### src/hdl/rits_pkg.sv
`timescale 1ns / 1ps
// Package: codes, widths and structs shared by the table sequencer modules.
package rits_pkg;

    localparam int unsigned MODE_W   = 4;
    localparam int unsigned OFFS_W   = 32;
    localparam int unsigned WORD_W   = 64;
    localparam int unsigned ACTION_W = 3;
    localparam int unsigned USEC_W   = 32;
    localparam int unsigned SKIP_W   = 32;
    localparam int unsigned KIND_W   = 2;
    localparam int unsigned CFG_IDX_W = 1;

    typedef logic [MODE_W-1:0]    mode_t;
    typedef logic [ACTION_W-1:0]  action_t;
    typedef logic [KIND_W-1:0]    kind_t;
    typedef logic [CFG_IDX_W-1:0] cfg_idx_t;

    // Table entry operation codes
    localparam mode_t MODE_ACCESS      = 4'd0;
    localparam mode_t MODE_SWITCHMODE  = 4'd1;
    localparam mode_t MODE_NOP         = 4'd2;
    localparam mode_t MODE_DELAY       = 4'd3;
    localparam mode_t MODE_MODIFYSTORE = 4'd4;
    localparam mode_t MODE_IFEQUAL     = 4'd5;
    localparam mode_t MODE_IFRANGE     = 4'd6;
    localparam mode_t MODE_EQUALSKIPN  = 4'd7;
    localparam mode_t MODE_TABLESTART  = 4'd8;

    // Result action codes
    localparam action_t ACT_NONE  = 3'd0;
    localparam action_t ACT_WRITE = 3'd1;
    localparam action_t ACT_READ  = 3'd2;
    localparam action_t ACT_DELAY = 3'd3;
    localparam action_t ACT_ERROR = 3'd4;

    // Access kinds
    localparam kind_t KIND_READ  = 2'd0;
    localparam kind_t KIND_WRITE = 2'd1;
    localparam kind_t KIND_RMW   = 2'd2;

    // Configuration register indexes
    localparam cfg_idx_t CFG_ADDR_BASE        = 1'd0;
    localparam cfg_idx_t CFG_NARROW_REGISTERS = 1'd1;

    typedef struct packed {
        mode_t              mode;
        logic [OFFS_W-1:0]  entry_offset;
        logic [WORD_W-1:0]  entry_mask;
        logic [WORD_W-1:0]  entry_value;
        logic [WORD_W-1:0]  current_contents;
    } item_t;

    typedef struct packed {
        action_t            action;
        logic [WORD_W-1:0]  write_address;
        logic [WORD_W-1:0]  write_data;
        logic [USEC_W-1:0]  delay_usec;
        logic               was_skipped;
    } result_t;

    typedef struct packed {
        logic [WORD_W-1:0]  buffer_value;
        logic               store_next_flag;
        logic [SKIP_W-1:0]  skip_remaining;
        kind_t              access_kind;
    } seq_state_t;

    typedef struct packed {
        logic [WORD_W-1:0]  addr_base;
        logic               narrow_registers;
    } cfg_t;

    localparam seq_state_t STATE_RESET = '{
        buffer_value:    '0,
        store_next_flag: 1'b0,
        skip_remaining:  '0,
        access_kind:     KIND_RMW
    };

endpackage

### src/hdl/rits_exec.sv
`timescale 1ns / 1ps
// Entry execution logic: one table entry against the running state.
module rits_exec
    import rits_pkg::*;
(
    input  item_t      item,
    input  seq_state_t state,
    input  cfg_t       cfg,
    output result_t    result,
    output seq_state_t state_next
);

    logic [WORD_W-1:0] mask;
    logic [WORD_W-1:0] value;
    logic [WORD_W-1:0] contents;
    logic [WORD_W-1:0] loaded;
    logic [WORD_W-1:0] hi_keep;

    // Narrow registers: keep only the low half of the mask, value and contents operands
    assign hi_keep  = cfg.narrow_registers ? {{(WORD_W-32){1'b0}}, {32{1'b1}}} : '1;
    assign mask     = item.entry_mask & hi_keep;
    assign value    = item.entry_value & hi_keep;
    assign contents = item.current_contents & hi_keep;

    always_comb
    begin
        state_next = state;
        result     = '0;
        loaded     = '0;

        if (item.mode == MODE_TABLESTART)
        begin
            state_next = STATE_RESET;
        end
        else if (state.skip_remaining != '0)
        begin
            state_next.skip_remaining = state.skip_remaining - SKIP_W'(1);
            result.was_skipped        = 1'b1;
        end
        else
        begin
            case (item.mode)
                MODE_ACCESS:
                begin
                    result.write_address = cfg.addr_base
                                         + {{(WORD_W-OFFS_W){1'b0}}, item.entry_offset};
                    if (state.access_kind == KIND_WRITE)
                        loaded = value & ~mask;
                    else
                        loaded = (contents & ~mask) | value;
                    if (!state.store_next_flag)
                        state_next.buffer_value = loaded;
                    state_next.store_next_flag = 1'b0;
                    if (state.access_kind == KIND_READ)
                    begin
                        result.action = ACT_READ;
                    end
                    else
                    begin
                        result.action     = ACT_WRITE;
                        result.write_data = state_next.buffer_value & hi_keep;
                    end
                end
                MODE_SWITCHMODE:
                begin
                    if (mask <= WORD_W'(KIND_RMW))
                        state_next.access_kind = mask[KIND_W-1:0];
                    else
                        result.action = ACT_ERROR;
                end
                MODE_NOP:
                begin
                end
                MODE_DELAY:
                begin
                    result.action     = ACT_DELAY;
                    result.delay_usec = mask[USEC_W-1:0];
                end
                MODE_MODIFYSTORE:
                begin
                    state_next.buffer_value    = (state.buffer_value & ~mask) | value;
                    state_next.store_next_flag = 1'b1;
                    if (state.access_kind == KIND_READ)
                        state_next.access_kind = KIND_RMW;
                end
                MODE_IFEQUAL:
                begin
                    state_next.store_next_flag = 1'b0;
                    if (state.buffer_value != mask)
                        state_next.skip_remaining = SKIP_W'(1);
                end
                MODE_IFRANGE:
                begin
                    state_next.store_next_flag = 1'b0;
                    if (state.buffer_value < mask || state.buffer_value > value)
                        state_next.skip_remaining = SKIP_W'(1);
                end
                MODE_EQUALSKIPN:
                begin
                    state_next.store_next_flag = 1'b0;
                    if (state.buffer_value == mask)
                        state_next.skip_remaining = value[SKIP_W-1:0];
                end
                default:
                begin
                    result.action = ACT_ERROR;
                end
            endcase
        end
    end

endmodule

### config.mk
export PLATFORM = sky130hd
export DESIGN_NAME = rits_exec
export DESIGN_NICKNAME = d
export VERILOG_FILES = /design/src/hdl/rits_pkg.sv /design/src/hdl/rits_exec.sv
export SDC_FILE = /design/constraint.sdc
export NUM_CORES = 1
export LEC_CHECK = 0
export ABC_AREA = 1
export BUFFER_PORTS_ARGS = -buffer_cell sky130_fd_sc_hd__buf_2
export CORE_AREA = 3 3 251 253
export DETAILED_ROUTE_END_ITERATION = 10
export DIE_AREA = 0 0 254 256
export PLACE_DENSITY = 0.54
export SLEW_MARGIN = 20
export SYNTH_ARGS = -nofsm -noshare
export SYNTH_HDL_FRONTEND = slang
export SYNTH_SLANG_ARGS = --single-unit
### constraint.sdc
create_clock -name vclk -period 5
set_input_delay 1 -clock vclk [all_inputs]
set_output_delay 1 -clock vclk [all_outputs]
set_load 0.005 [all_outputs]
==> results.py <==
metrics = {
    "pwr": {
        "p_total_w": 0.00134,
        "ir_drop_uv": 34.8,
        "p_per_area_nw_per_um2": 75.7,
        "p_leak_nw": 9.47,
    },
    "cells_and_area": {
        "finalInstanceArea_um2": 17800,
        "final_layout_size_suffix_gt1_share_pct": 24.4,
        "design.seq.count": 0,
        "multi_input_area_um2": 11600,
        "nNetsFinal": 3769,
        "nClkBuffers": 0,
        "regArea_um2": 0,
        "syn_to_final_growth_pct": 36.2,
        "fillers": 7212,
    },
    "synth": {
        "ys_warn_count": 0,
        "synth_area_leaders": "o21ai_0 17%, ha_1 16%, nand2_1 15%",
        "synth_xor_area_share_pct": 4.03,
        "synth_seq_area_share_pct": 0,
        "synth_top_family_by_area": "simple AND/OR/NAND/NOR gates",
        "synth.cell_area_um2": 13000,
        "yosys.cell_types.count": 44,
        "synth_compound_area_share_pct": 28.3,
        "syn_nets": 3140,
        "synthCells": 2585,
        "muxShareOfSynthArea_pct": 0,
        "synthAdderAreaFrac_pct": 15.7,
        "synth_top_area_cell": "o21ai_0",
        "synthSimpleGateAreaFrac_pct": 40.0,
        "yosysTopAreaCellShare_pct": 16.7,
        "synth_area_per_cell_um2": 5.04,
    },
    "clock_network": {
        "ctsHoldBuffers": 0,
    },
    "floorplanning": {
        "start_util_pct": 21.3,
        "core_um2": 61300,
        "die_x_um": 254,
        "die_h_um": 256,
        "dieArea_um2": 65000,
        "row_count": 91,
        "ios": 655,
    },
    "worst_setup_path": {
        "critPathTopFamily": "compound AO/OA/AOI/OAI gates",
        "required_ns": 4.00,
        "crit_buf_inv": 5,
        "critical_path_arrival_ns": 3.80,
        "cp_max_fo": 5,
        "crit_path_top_delay_cell": "a21oi_1",
        "path_depth": 17,
        "crit_path_frequent_cell": "nand2_1",
        "crit_chain": "buf_2 -> ha_1 -> inv_1 -> fa_1 -> inv_1 -> nand3_1 -> nand2_1 -> a21oi_1 -> o21ai_1 -> a21oi_1 -> inv_1 -> nand2_1 -> nand2_1 -> nand2_1 -> nor2_1 -> nor3_1 -> buf_2",
        "cp-start-kind": "primary input",
        "end_kind": "primary output",
        "cp_slowest_stage_delay_ns": 0.44,
        "critical_path_class": "in2out",
    },
    "detailed_routing": {
        "first_pass_iters": 6,
        "route.vias.total": 20400,
        "drc_errors": 0,
        "postRouteAntennaNets": 0,
        "drt_iter0_drc": 1751,
        "wire_per_inst_um": 19.8,
        "wirelength_um": 79600,
        "detail_route.vias_per_cell": 5.08,
    },
    "place": {
        "dp_hpwl_um": 66900,
        "portBuffers": 655,
        "dp_slack_ns": 0.0298,
        "dpl_cell_area_um2": 17600,
        "gp_congestion": 0.971,
    },
    "global_routing": {
        "grt_pass1_wl_um": 117000,
        "grt_use_total_pct": 22.9,
        "grt_max_degree": 82,
        "grt_overflow": 0,
        "grt_pass1_vias": 19200,
        "busiest_layer": "met2",
        "grtUsageMet3_pct": 2.99,
        "antenna_found_initial": 26,
        "use_met1_pct": 29.6,
        "met2_usage_pct": 39.6,
    },
    "sta": {
        "timing.fmax_mhz": 208,
        "rsz0062_at_grt": "false",
        "slew-limit-headroom_pct": 53.3,
        "tightest_slew_ns": 0.693,
        "drv_slew": 0,
        "tns_ns": 0,
        "hold_viol": 0,
        "fin_crit_sh_pct": 95.9,
        "period_minus_slack_ns": 4.80,
        "setup_viol_count_final": 0,
        "fin_ws_ns": 0.203,
    },
    "min_path": {
        "min_path_type": "in2out",
        "min_path_cells": 3,
    },
    "run": {
        "max_cap_violations": 0,
    },
    "outcome": {
        "status": "finished clean",
    },
}
## worst min-delay path, stage by stage
cell and delay [ns]:
buf_2 0.12, a21oi_1 0.09, buf_2 0.12
## report_power, final
group | switching, W | internal [W] | total, W
clock | 0 | 0.000000000395 | 0.000000000395
combinational | 0.000848 | 0.000497 | 0.00134
sequential | 0 | 0 | 0
## layout make-up
cell class | instances | area share (%)
inverters | 287 | 6.09
well taps | 790 | 5.56
multi-input cells | 2186 | 65.1
diodes | 19 | 0.268
repair buffers | 739 | 23.0
## final timing paths
path,from,endpoint,slack [ns]
worst min-delay path,cfg[57],result[153],2.33
worst max-delay path,cfg[1],result[149],0.20
## synthesized netlist by cell type, types with 9 or more instances
library cell	n
clkbuf_1	75
buf_2	18
nor2_1	454
a21oi_1	245
nor3_1	80
inv_1	279
o21a_1	9
xor2_1	45
buf_1	14
nand2_1	524
nor4_1	20
o21ai_0	436
xnor2_1	15
nand4_1	60
ha_1	162
nand3_1	78
## through the flow
step	std cells	utilization [%]	hold WS (ns)
after floorplan	2585	-	2.05
after global placement	3999	28.7	2.33
after CTS	3999	28.7	2.32
after detailed placement	3999	28.7	2.32
final	4021	29.0	2.33
after global routing	4012	29.0	2.34
## per-layer routing
metal	routed length [um]	vias up	share of wire, %
met4	2190	16	2.7
met3	5800	132	7.3
met5	77	-	0.097
met1	34000	9375	43
li1	-	9934	-
met2	37500	971	47
## cell families after synthesis
group | after synthesis
buffers and inverters | 399
AOI/OAI and AO/OA | 720
xor gates and xnor gates | 60
and+or+nand+nor | 1243
adders and majority gates | 163
## repair_timing
action,in CTS,in global routing
hold endpoints to repair,0,0
setup endpoints to repair,0,37
gates resized for setup,0,19
setup buffers,0,0
## layout by cell type (no fill, tap or decap), types with 6 or more instances in the layout
cell	count
nand3_1	76
a31oi_1	7
o21a_1	9
xnor2_1	15
inv_1	276
nor3_1	76
buf_2	656
diode_2	19
o21ai_0	433
nand2_1	521
buf_4	69
inv_2	8
nand4_1	60
buf_12	10
ha_1	162
nor4_1	19
a21oi_1	241
o21bai_1	8
xor2_1	45
nor2_4	6
nor2_1	449
No activity file was read; power rests on OpenSTA's default activity.
